--- src/sv/gpioei_pkg.sv ---
// ----------------------------------------------------------------------------
// gpioei_pkg: shared types and constants of the GPIO port
// Operation codes, register indexes, interrupt codes, the result word type
// and helpers that build the pin masks from the pin count.
// ----------------------------------------------------------------------------
package gpioei_pkg;

  localparam int PIN_COUNT_DEF = 32;
  localparam int MAX_PINS      = 32;

  // Operation codes
  localparam logic [1:0] OP_READ  = 2'd0;
  localparam logic [1:0] OP_WRITE = 2'd1;
  localparam logic [1:0] OP_TICK  = 2'd2;

  // Register indexes
  localparam logic [2:0] REG_DATA   = 3'd0;
  localparam logic [2:0] REG_DIR    = 3'd1;
  localparam logic [2:0] REG_ICR_LO = 3'd2;
  localparam logic [2:0] REG_ICR_HI = 3'd3;
  localparam logic [2:0] REG_MASK   = 3'd4;
  localparam logic [2:0] REG_STATUS = 3'd5;
  localparam logic [2:0] REG_EDGE   = 3'd6;

  // Per-pin interrupt codes
  localparam logic [1:0] ICR_LOW  = 2'd0;
  localparam logic [1:0] ICR_HIGH = 2'd1;
  localparam logic [1:0] ICR_RISE = 2'd2;
  localparam logic [1:0] ICR_FALL = 2'd3;

  typedef struct packed {
    logic [31:0] read_data;
    logic [31:0] pad_drive;
    logic [31:0] pad_enable;
    logic        irq_out;
  } res_t;

  function automatic logic [31:0] pin_mask(input int pins);
    logic [31:0] m;
    m = '0;
    for (int p = 0; p < MAX_PINS; p++) begin
      if (p < pins) m[p] = 1'b1;
    end
    return m;
  endfunction

  function automatic logic [63:0] cfg_mask(input int pins);
    logic [63:0] m;
    m = '0;
    for (int p = 0; p < MAX_PINS; p++) begin
      if (p < pins) m[2*p +: 2] = 2'b11;
    end
    return m;
  endfunction

endpackage

--- src/sv/gpio_port_with_edge_interrupts.sv ---
// ----------------------------------------------------------------------------
// gpio_port_with_edge_interrupts: 32-pin GPIO port with interrupt detection
// Register file, pad sampling and interrupt status behind one command channel.
// ----------------------------------------------------------------------------
// Each input word is one command: a register read, a register write or a pad
// sample tick (in_opcode, in_reg_index, in_write_data, in_pad_levels). Every
// command gives exactly one result word: read data (zero unless a read), the
// output latch, the direction register and the masked interrupt line, all
// taken after the command's update.
// The result is registered, in the result register or, while a result is
// held, in the skid register. Throughput is one word per cycle while in_ready
// is high; the register update and the detection of all pins are a single
// level of logic between the input handshake and the result register.
// A two-entry output stage (result register plus skid register) keeps
// in_ready independent of out_ready: one more word is taken while a result
// waits, after which in_ready drops until the receiver takes a word.
// Synchronous reset clears the port registers (all pins inputs, low-level codes,
// no status) and empties the output stage.
// ----------------------------------------------------------------------------
module gpio_port_with_edge_interrupts #(
  parameter int PIN_COUNT = gpioei_pkg::PIN_COUNT_DEF
) (
  input  logic        clk,
  input  logic        rst_n,
  input  logic        in_valid,
  output logic        in_ready,
  input  logic [1:0]  in_opcode,
  input  logic [2:0]  in_reg_index,
  input  logic [31:0] in_write_data,
  input  logic [31:0] in_pad_levels,
  output logic        out_valid,
  input  logic        out_ready,
  output logic [31:0] out_read_data,
  output logic [31:0] out_pad_drive,
  output logic [31:0] out_pad_enable,
  output logic        out_irq_out
);

  localparam logic [31:0] PinMask = gpioei_pkg::pin_mask(PIN_COUNT);
  localparam logic [63:0] CfgMask = gpioei_pkg::cfg_mask(PIN_COUNT);

  logic [31:0] data_latch_r,  data_latch_nxt;
  logic [31:0] direction_r,   direction_nxt;
  logic [63:0] int_config_r,  int_config_nxt;
  logic [31:0] int_mask_r,    int_mask_nxt;
  logic [31:0] int_status_r,  int_status_nxt;
  logic [31:0] edge_select_r, edge_select_nxt;
  logic [31:0] last_pads_r,   last_pads_nxt;

  logic [31:0] pads;
  logic [31:0] hit;
  logic [31:0] rd;
  logic        accept;

  gpioei_pkg::res_t res;
  gpioei_pkg::res_t out_r, out_nxt;
  gpioei_pkg::res_t skid_r, skid_nxt;
  logic             out_valid_r, out_valid_nxt;
  logic             skid_valid_r, skid_valid_nxt;

  assign pads = in_pad_levels & PinMask;

  gpioei_detect #(
    .PIN_COUNT (PIN_COUNT)
  ) u_detect (
    .pads        (pads),
    .last_pads   (last_pads_r),
    .int_config  (int_config_r),
    .edge_select (edge_select_r),
    .hit         (hit)
  );

  always_comb begin
    data_latch_nxt  = data_latch_r;
    direction_nxt   = direction_r;
    int_config_nxt  = int_config_r;
    int_mask_nxt    = int_mask_r;
    int_status_nxt  = int_status_r;
    edge_select_nxt = edge_select_r;
    last_pads_nxt   = last_pads_r;
    rd              = '0;
    case (in_opcode)
      gpioei_pkg::OP_READ: begin
        unique case (in_reg_index)
          // Output pins read back the latch, input pins the last sample.
          gpioei_pkg::REG_DATA:
            rd = (data_latch_r & direction_r) | (last_pads_r & ~direction_r);
          gpioei_pkg::REG_DIR:    rd = direction_r;
          gpioei_pkg::REG_ICR_LO: rd = int_config_r[31:0];
          gpioei_pkg::REG_ICR_HI: rd = int_config_r[63:32];
          gpioei_pkg::REG_MASK:   rd = int_mask_r;
          gpioei_pkg::REG_STATUS: rd = int_status_r;
          gpioei_pkg::REG_EDGE:   rd = edge_select_r;
          default:                rd = '0;
        endcase
      end
      gpioei_pkg::OP_WRITE: begin
        unique case (in_reg_index)
          gpioei_pkg::REG_DATA:   data_latch_nxt = in_write_data & PinMask;
          gpioei_pkg::REG_DIR:    direction_nxt = in_write_data & PinMask;
          gpioei_pkg::REG_ICR_LO:
            int_config_nxt = {int_config_r[63:32], in_write_data} & CfgMask;
          gpioei_pkg::REG_ICR_HI:
            int_config_nxt = {in_write_data, int_config_r[31:0]} & CfgMask;
          gpioei_pkg::REG_MASK:   int_mask_nxt = in_write_data & PinMask;
          gpioei_pkg::REG_STATUS: int_status_nxt = int_status_r & ~in_write_data;
          gpioei_pkg::REG_EDGE:   edge_select_nxt = in_write_data & PinMask;
          default: ;
        endcase
      end
      gpioei_pkg::OP_TICK: begin
        int_status_nxt = int_status_r | hit;
        last_pads_nxt  = pads;
      end
      default: ;
    endcase
  end

  always_comb begin
    res.read_data  = rd;
    res.pad_drive  = data_latch_nxt;
    res.pad_enable = direction_nxt;
    res.irq_out    = |(int_status_nxt & int_mask_nxt);
  end

  assign in_ready = ~skid_valid_r;
  assign accept   = in_valid & in_ready;

  // Output stage: a new word goes to the result register when it is free or
  // being drained, otherwise into the skid register.
  always_comb begin
    out_nxt        = out_r;
    skid_nxt       = skid_r;
    out_valid_nxt  = out_valid_r;
    skid_valid_nxt = skid_valid_r;
    if (skid_valid_r) begin
      if (out_ready) begin
        out_nxt        = skid_r;
        skid_valid_nxt = 1'b0;
      end
    end else if (accept) begin
      if (!out_valid_r || out_ready) begin
        out_nxt       = res;
        out_valid_nxt = 1'b1;
      end else begin
        skid_nxt       = res;
        skid_valid_nxt = 1'b1;
      end
    end else if (out_ready) begin
      out_valid_nxt = 1'b0;
    end
  end

  always_ff @(posedge clk) begin
    if (!rst_n) begin
      data_latch_r  <= '0;
      direction_r   <= '0;
      int_config_r  <= '0;
      int_mask_r    <= '0;
      int_status_r  <= '0;
      edge_select_r <= '0;
      last_pads_r   <= '0;
      out_valid_r   <= 1'b0;
      skid_valid_r  <= 1'b0;
    end else begin
      if (accept) begin
        data_latch_r  <= data_latch_nxt;
        direction_r   <= direction_nxt;
        int_config_r  <= int_config_nxt;
        int_mask_r    <= int_mask_nxt;
        int_status_r  <= int_status_nxt;
        edge_select_r <= edge_select_nxt;
        last_pads_r   <= last_pads_nxt;
      end
      out_valid_r  <= out_valid_nxt;
      skid_valid_r <= skid_valid_nxt;
    end
  end

  always_ff @(posedge clk) begin
    out_r  <= out_nxt;
    skid_r <= skid_nxt;
  end

  assign out_valid      = out_valid_r;
  assign out_read_data  = out_r.read_data;
  assign out_pad_drive  = out_r.pad_drive;
  assign out_pad_enable = out_r.pad_enable;
  assign out_irq_out    = out_r.irq_out;

endmodule

--- src/sv/gpioei_detect.sv ---
// ----------------------------------------------------------------------------
// gpioei_detect: per-pin interrupt detection
// Compares a new pad sample with the previous one and flags every pin whose
// level or edge condition is met. All pins are checked in parallel.
// ----------------------------------------------------------------------------
module gpioei_detect #(
  parameter int PIN_COUNT = gpioei_pkg::PIN_COUNT_DEF
) (
  input  logic [31:0] pads,
  input  logic [31:0] last_pads,
  input  logic [63:0] int_config,
  input  logic [31:0] edge_select,
  output logic [31:0] hit
);

  localparam logic [31:0] PinMask = gpioei_pkg::pin_mask(PIN_COUNT);

  logic [31:0] rise;
  logic [31:0] fall;
  logic [31:0] det;

  assign rise = pads & ~last_pads;
  assign fall = ~pads & last_pads;

  always_comb begin
    for (int p = 0; p < gpioei_pkg::MAX_PINS; p++) begin
      if (edge_select[p]) begin
        det[p] = rise[p] | fall[p];
      end else begin
        case (int_config[2*p +: 2])
          gpioei_pkg::ICR_LOW:  det[p] = ~pads[p];
          gpioei_pkg::ICR_HIGH: det[p] = pads[p];
          gpioei_pkg::ICR_RISE: det[p] = rise[p];
          default:              det[p] = fall[p];
        endcase
      end
    end
  end

  // Pins beyond the port width never flag, even in low-level mode.
  assign hit = det & PinMask;

endmodule
--- config.mk ---
export PLATFORM = sky130hd
export DESIGN_NAME = gpio_port_with_edge_interrupts
export DESIGN_NICKNAME = d
export VERILOG_FILES = /design/src/sv/gpioei_pkg.sv /design/src/sv/gpio_port_with_edge_interrupts.sv /design/src/sv/gpioei_detect.sv
export SDC_FILE = /design/constraint.sdc
export NUM_CORES = 1
export LEC_CHECK = 0
export ABC_AREA = 1
export BUFFER_PORTS_ARGS = -buffer_cell sky130_fd_sc_hd__buf_2
export CORE_ASPECT_RATIO = 0.8
export CORE_UTILIZATION = 35
export DETAILED_ROUTE_END_ITERATION = 10
export PLACE_DENSITY_LB_ADDON = 0.05
export REMOVE_ABC_BUFFERS = 1
export SYNTH_ARGS = -nofsm -noshare
export SYNTH_HDL_FRONTEND = slang
export SYNTH_SLANG_ARGS = --single-unit
--- constraint.sdc ---
create_clock -name clk -period 9.29 [get_ports clk]
set_input_delay 1.3935 -clock clk [delete_from_list [all_inputs] [get_ports clk]]
set_output_delay 1.3935 -clock clk [all_outputs]
set_load 0.005 [all_outputs]
==> impl_metrics.env, run 1 <==
export IMPL_status="finished clean"
export IMPL_worst_pin_slew_ns=1.23
export IMPL_design_area_sq_um=25900
export IMPL_synth_top_flop_cell="dfxtp_1"
export IMPL_start_util=0.357
export IMPL_routabilityCongestion=0.878
export IMPL_ir_drop_v=0.000126
export IMPL_synth_seq_cells=452
export IMPL_async_reset_ff_frac=0
export IMPL_vias=20500
export IMPL_yosysMostFrequentCell="nand2_1"
export IMPL_cts_buffer_depth=3
export IMPL_path_class="input port to register"
export IMPL_synth_largest_area_cell="edfxtp_1"
export IMPL_setup_tns_ns=0
export IMPL_cts_tree="built"
export IMPL_fillers=6484
export IMPL_worstSkewPairLatency_ns=0.60
export IMPL_htreeDepth=2
export IMPL_wl_per_cell_um=20.6
export IMPL_internal_power_mw=3.61
export IMPL_ys_warn_count=0
export IMPL_grt_setup_unrepaired="false"
export IMPL_drive_gt1_frac=0.0976
export IMPL_end_kind="register"
export IMPL_cp_arrival_ns=4.89
export IMPL_std_cell_rows=82
export IMPL_crit_top_cell="nand2_1"
export IMPL_antenna_left=0
export IMPL_dpl_hpwl_um=51900
export IMPL_io_buffers=171
export IMPL_relSlewSlack=0.180
export IMPL_synth_cell_types=30
export IMPL_maxSlewViolCount=0
export IMPL_synthCells=2982
export IMPL_combinationalPowerShare=0.108
export IMPL_grt_overflow_total=0
export IMPL_ctsResizeCount=0
export IMPL_path_max_fanout=64
export IMPL_post_cts_setup_buffers=0
export IMPL_cp_slowest_cell="nand2_2"
export IMPL_path_clk_slew_ns=0.06
export IMPL_cts_root_buf="clkbuf_16"
export IMPL_routed_via_density=5.19
export IMPL_cap_violations=0
export IMPL_ios=172
export IMPL_yosys_area_share_simple=0.194
export IMPL_ys_seq_area_frac=0.487
export IMPL_die_w_um=286
export IMPL_slowest_delay_ns=0.87
export IMPL_hp_class="register to register"
export IMPL_postPlaceCellArea_sq_um=24100
export IMPL_switchingPower_mw=1.30
export IMPL_drc=0
export IMPL_synth_top_family_by_area="simple AND/OR/NAND/NOR gates"
export IMPL_cp_data_required_time_ns=9.63
export IMPL_synth_top_cell_area_share=0.258
export IMPL_die_area_sq_um=65500
export IMPL_synth_area_leaders="edfxtp_1 (26%), dfxtp_1 (23%), nand2_1 (13%)"
export IMPL_grt_max_degree=98
export IMPL_cts_num_sinks=452
export IMPL_swShare=0.264
export IMPL_grt_pass1_wl_um=121000
export IMPL_seqPwrFrac=0.457
export IMPL_dp_cells=3860
export IMPL_min_period_ns=4.55
export IMPL_fin_crit_sh=0.490
export IMPL_avgSynthCellArea_sq_um=7.57
export IMPL_finalSetupViolations=0
export IMPL_fin_cells=3957
export IMPL_synth_fa_ha_area_frac=0.0371
export IMPL_synth_compound_area_share=0.181
export IMPL_utilization=0.409
export IMPL_fin_skew_ns=0.0153
export IMPL_grt_pass1_vias=18700
export IMPL_syn2layout_area_growth_pct=14.6
export IMPL_drt_iter0_drc=1959
export IMPL_leakage_nw=11.8
export IMPL_synth_mux_area_frac=0
export IMPL_totalWireLength_um=81400
export IMPL_syn_cell_area_sq_um=22600
export IMPL_power_share_clock=0.436
export IMPL_core_sq_um=63200
export IMPL_synth_xor_area_frac=0
export IMPL_crit_chain="buf_2 > nand2_1 > inv_2 > nand2_2 > nand2_1 > o21ai_0 > nand2_1 > nand2_1 > nor2_1 > nand2_1 > nor2_1 > nand2_1 > nand2_1 > nand2_1"
export IMPL_cts_buffers=51
export IMPL_hold_violations=0
export IMPL_grt_antenna_before_repair=7
export IMPL_cts_hold_buf=0
export IMPL_fin_nets=3213
export IMPL_power_mw=4.91
export IMPL_grtUsageTotal=0.244
export IMPL_fmax_mhz=220
export IMPL_synth_edff_count=194
export IMPL_dr_pass1_iters=5
export IMPL_power_density_nw_per_um2=190
export IMPL_die_h_um=229
export IMPL_startpoint_type="input port"
export IMPL_synthTopCellsByCount="nand2_1 (784), inv_1 (422), o21ai_0 (338)"
[layer usage]
metal / GRT usage / up-vias / wire length (um)
li1: - / 9952 / -
met1: 0.361 / 9710 / 39100
met2: 0.359 / 752 / 34100
met3: 0.0443 / 125 / 6070
met4: 0.0730 / 6 / 2130
met5: 0 / - / 36
[sequential cells by signal, indices dropped and copies added, names as in the netlist]
register        flops
skid_r             97
last_pads_r        32
out_pad_enable     32
skid_valid_r        1
data_latch_r       32
out_pad_drive      32
out_valid           1
out_read_data      32
out_irq_out         1
int_status_r       32
direction_r        32
int_config_r       64
edge_select_r      32
int_mask_r         32
[worst max-delay path: cells and delay by family]
family	cells	cell delay (ns)
AO/OA/AOI/OAI	1	0.13
AND/OR/NAND/NOR	11	2.22
buffers and inverters	2	1.08
[area by class of cell]
type / count / area (sq um) / share of cell area
clock buffers: 70 / 1400 / 0.0541
repair buffers: 200 / 1070 / 0.0415
well taps: 840 / 1050 / 0.0406
clock inverters: 25 / 328 / 0.0127
inverters: 434 / 1630 / 0.0631
diodes: 2 / 5.00 / 0.000194
multi-input cells: 1934 / 9380 / 0.363
flip-flops and latches: 452 / 11000 / 0.425
[cells in the final DEF (no fill, tap or decap), types with 9 or more instances in the layout]
cell type  Yosys  routed
buf_4          2      29
o21ai_0      338     337
nor3_1        17      17
o21ai_1       33      33
nor2_1       186     184
dfxtp_1      258     257
o22ai_1       43      43
a211oi_1      32      32
clkbuf_16      0      53
buf_2         21     171
clkinv_2       0      12
inv_2         11      10
a221oi_1      32      32
edfxtp_1     194     194
inv_1        422     421
nand2_1      784     778
clkbuf_1     124      16
a21oi_1      261     261
ha_1          67      67
nand4_1        9       9
nand3_1      105     105
[cell families after synthesis]
| kind of cell | after synthesis |
|---|---|
| flip-flops | 452 |
| AND/OR/NAND/NOR | 1112 |
| adder cells (fa/ha/maj) | 67 |
| AO/OA/AOI/OAI | 755 |
| buffers and inverters | 596 |
[through the flow]
step	hold WS (ns)	setup slack [ns]
after detailed placement	0.495	4.21
after global routing	0.530	4.46
after global placement	0.490	4.40
final	0.505	4.74
after floorplan	0.463	-2.40
after CTS	0.506	4.86
[path summary, 6_finish.rpt]
kind                    from          endpoint  slack [ns]  depth (start not counted)
max          in_reg_index[2]       out_irq_out        4.74                         14
min          last_pads_r[21]   last_pads_r[21]        0.50                          2
max reg2reg     skid_valid_r  int_config_r[58]        5.65                          9
min reg2reg  last_pads_r[21]   last_pads_r[21]        0.50                          2
[power by group through the flow]
| stage | logic [mW] | registers [mW] | clock network (mW) |
|---|---|---|---|
| finish | 0.529 | 2.24 | 2.14 |
| global route | 0.594 | 2.25 | 2.27 |
| CTS | 0.529 | 2.24 | 2.19 |
| detailed placement | 0.526 | 2.28 | 0 |
| global placement | 0.519 | 2.28 | 0 |
| floorplan | 0.289 | 2.28 | 0 |
(Power assumes the default switching activity.)
==> run 2, diff against run 1 <==
ABC_AREA = 0   (was 1)
clock period = 4.05 ns   (was 9.29 ns; I/O delays follow)
==> run 2 against run 1 <==
  * Critical path depth shrank 3
  * Final area grew 1.5%
  * Via count shrank 8.4%
  * Count of clock-buffer cells in the layout is the same
  * Die area shrank 0.23%
  * Non-clock buffer count grew 53
  * Largest cell class unchanged
==> impl_metrics.env, run 2 <==
export IMPL_status="finished clean"
export IMPL_power_density_nw_per_um2=427
export IMPL_crit_family="simple AND/OR/NAND/NOR gates"
export IMPL_path_buf_inv=3
export IMPL_fin_nets=2673
export IMPL_slowest_delay_ns=0.72
export IMPL_leakage_nw=9.54
export IMPL_avgSynthCellArea_sq_um=9.39
export IMPL_ys_seq_area_frac=0.488
export IMPL_ctsResizeCount=0
export IMPL_wl_per_cell_um=24.2
export IMPL_regMostFlops="skid_r"
export IMPL_grt_pass1_wl_um=122000
export IMPL_dr_pass1_iters=6
export IMPL_cap_violations=0
export IMPL_grt_pass1_vias=18100
export IMPL_hold_ws_ns=0.283
export IMPL_largest_reg_flops=97
export IMPL_ios=172
export IMPL_synth_largest_area_cell="edfxtp_1"
export IMPL_relSlewSlack=0.363
export IMPL_startpoint_type="input port"
export IMPL_grtUsageTotal=0.251
export IMPL_cts_buffers=51
export IMPL_postPlaceCellArea_sq_um=24500
export IMPL_finalSetupViolations=0
export IMPL_path_class="input port to register"
export IMPL_cts_root_buf="clkbuf_16"
export IMPL_mostFrequentLayoutCell="nand2_1"
export IMPL_dpl_hpwl_um=55800
export IMPL_min_period_ns=3.07
export IMPL_fin_cells=3416
export IMPL_die_area_sq_um=65400
export IMPL_dp_cells=3320
export IMPL_fmax_mhz=326
export IMPL_ir_drop_v=0.000282
export IMPL_synth_cell_types=76
export IMPL_grt_antenna_before_repair=4
export IMPL_htreeDepth=2
export IMPL_design_area_sq_um=26200
export IMPL_std_cell_rows=82
export IMPL_syn_cell_area_sq_um=22500
export IMPL_power_mw=11.2
export IMPL_cts_buffer_depth=3
export IMPL_fin_crit_sh=0.758
export IMPL_totalWireLength_um=82800
export IMPL_ys_warn_count=0
export IMPL_async_reset_ff_frac=0
export IMPL_io_buffers=171
export IMPL_grt_overflow_total=0
export IMPL_end_kind="register"
export IMPL_synth_edff_count=194
export IMPL_drive_gt1_frac=0.203
export IMPL_syn2layout_area_growth_pct=16.5
export IMPL_crit_chain="buf_2 > inv_1 > ha_1 > and4bb_2 > buf_4 > mux2i_1 > a31oi_1 > nor4_1 > o2111a_1 > and3_1 > a41oi_1"
export IMPL_worst_slack_ns=0.982
export IMPL_synthTopCellsByCount="nand2_1 (399), a21oi_1 (282), dfxtp_1 (258)"
export IMPL_core_sq_um=63100
export IMPL_utilization=0.416
export IMPL_hp_class="input port to register"
export IMPL_grt_max_degree=129
export IMPL_maxSlewViolCount=0
export IMPL_fillers=6259
export IMPL_cp_slowest_cell="and4bb_2"
export IMPL_pre_cts_ws_ns=0.404
export IMPL_routabilityCongestion=0.897
export IMPL_vias=18800
export IMPL_drt_iter0_drc=1565
export IMPL_largestRegisters="skid_r (97), int_config_r (64)"
export IMPL_drc=0
export IMPL_synth_area_leaders="edfxtp_1 (26%), dfxtp_1 (23%), mux2_2 (7.9%)"
export IMPL_yosysMostFrequentCell="nand2_1"
export IMPL_worst_pin_slew_ns=0.955
export IMPL_path_max_fanout=14
export IMPL_worstSkewPairLatency_ns=0.60
export IMPL_start_util=0.357
export IMPL_cts_hold_buf=0
export IMPL_antenna_left=0
export IMPL_die_w_um=286
export IMPL_routed_via_density=5.51
export IMPL_grt_setup_unrepaired="false"
export IMPL_synthCells=2399
export IMPL_synth_top_flop_cell="dfxtp_1"
export IMPL_die_h_um=229
export IMPL_cp_arrival_ns=3.40
export IMPL_synth_seq_cells=452
export IMPL_cts_num_sinks=452
export IMPL_cts_tree="built"
export IMPL_final_cell_mix="nand2_1 (397), a21oi_1 (282), dfxtp_1 (257)"
export IMPL_post_cts_setup_buffers=0
export IMPL_setup_tns_ns=0
export IMPL_cp_data_required_time_ns=4.38
export IMPL_hold_violations=0
export IMPL_path_clk_slew_ns=0.06
export IMPL_synth_top_cell_area_share=0.259
export IMPL_fin_skew_ns=0.0143
==> run 2: changes by cell type after synthesis, moves of 21 or more <==
cell     before  now
a21oi_1     261  282
a31oi_1       0   32
inv_1       422   93
mux2_2        0  157
mux2i_1       0   71
nand2_1     784  399
nand3_1     105   46
nor2_1      186  216
nor3_1       17   75
o21ai_0     338   51
o21ai_1      33    1
o22ai_1      43   12
o31ai_1       0   25
==> run 2: layout make-up <==
class	count	area (sq um)	share of cell area
sequential	452	11000	0.419
multi-input combinational	1680	10400	0.398
timing repair buffer	253	1610	0.0613
clock buffer	70	1470	0.0561
tap	840	1050	0.0400
inverter	95	367	0.0140
clock inverter	25	305	0.0116
antenna	1	2.50	0.0000954
==> run 2: worst paths after layout <==
| path | depth (start not counted) | slack [ns] | endpoint | from |
|---|---|---|---|---|
| worst min-delay path | 3 | 0.28 | last_pads_r[22] | in_pad_levels[22] |
| worst min register to register | 2 | 0.47 | edge_select_r[8] | edge_select_r[8] |
| worst max register to register | 7 | 1.43 | out_irq_out | int_config_r[55] |
| worst max-delay path | 11 | 0.98 | out_irq_out | in_opcode[1] |
==> run 2: layer usage <==
metal  track usage  wire length, um  up-vias
met5             0                8        -
li1              -                -     8831
met4        0.0802             2390        2
met1         0.357            38700     9228
met2         0.388            36700      629
met3        0.0395             4970      135
==> run 2: cells by family after synthesis <==
kind of cell               Yosys count  synth area share
and+or+nand+nor                    827             0.161
AOI/OAI and AO/OA                  557             0.153
muxes                              229             0.111
DFF                                452             0.488
adders and majority gates           67            0.0372
buffers and inverters              267            0.0504
==> run 2: power breakdown <==
group,switching [mW],internal [mW]
registers,0.104,4.97
logic,0.749,0.413
clock network,1.99,2.98
total,2.84,8.36
==> run 2: worst reg2reg max path, delay by kind of cell, from the launching register on <==
| kind | cells | cell delay (ns) |
|---|---|---|
| AO/OA/AOI/OAI | 4 | 0.89 |
| AND/OR/NAND/NOR | 2 | 0.59 |
| flip-flops | 1 | 0.49 |
| multiplexers | 1 | 0.38 |
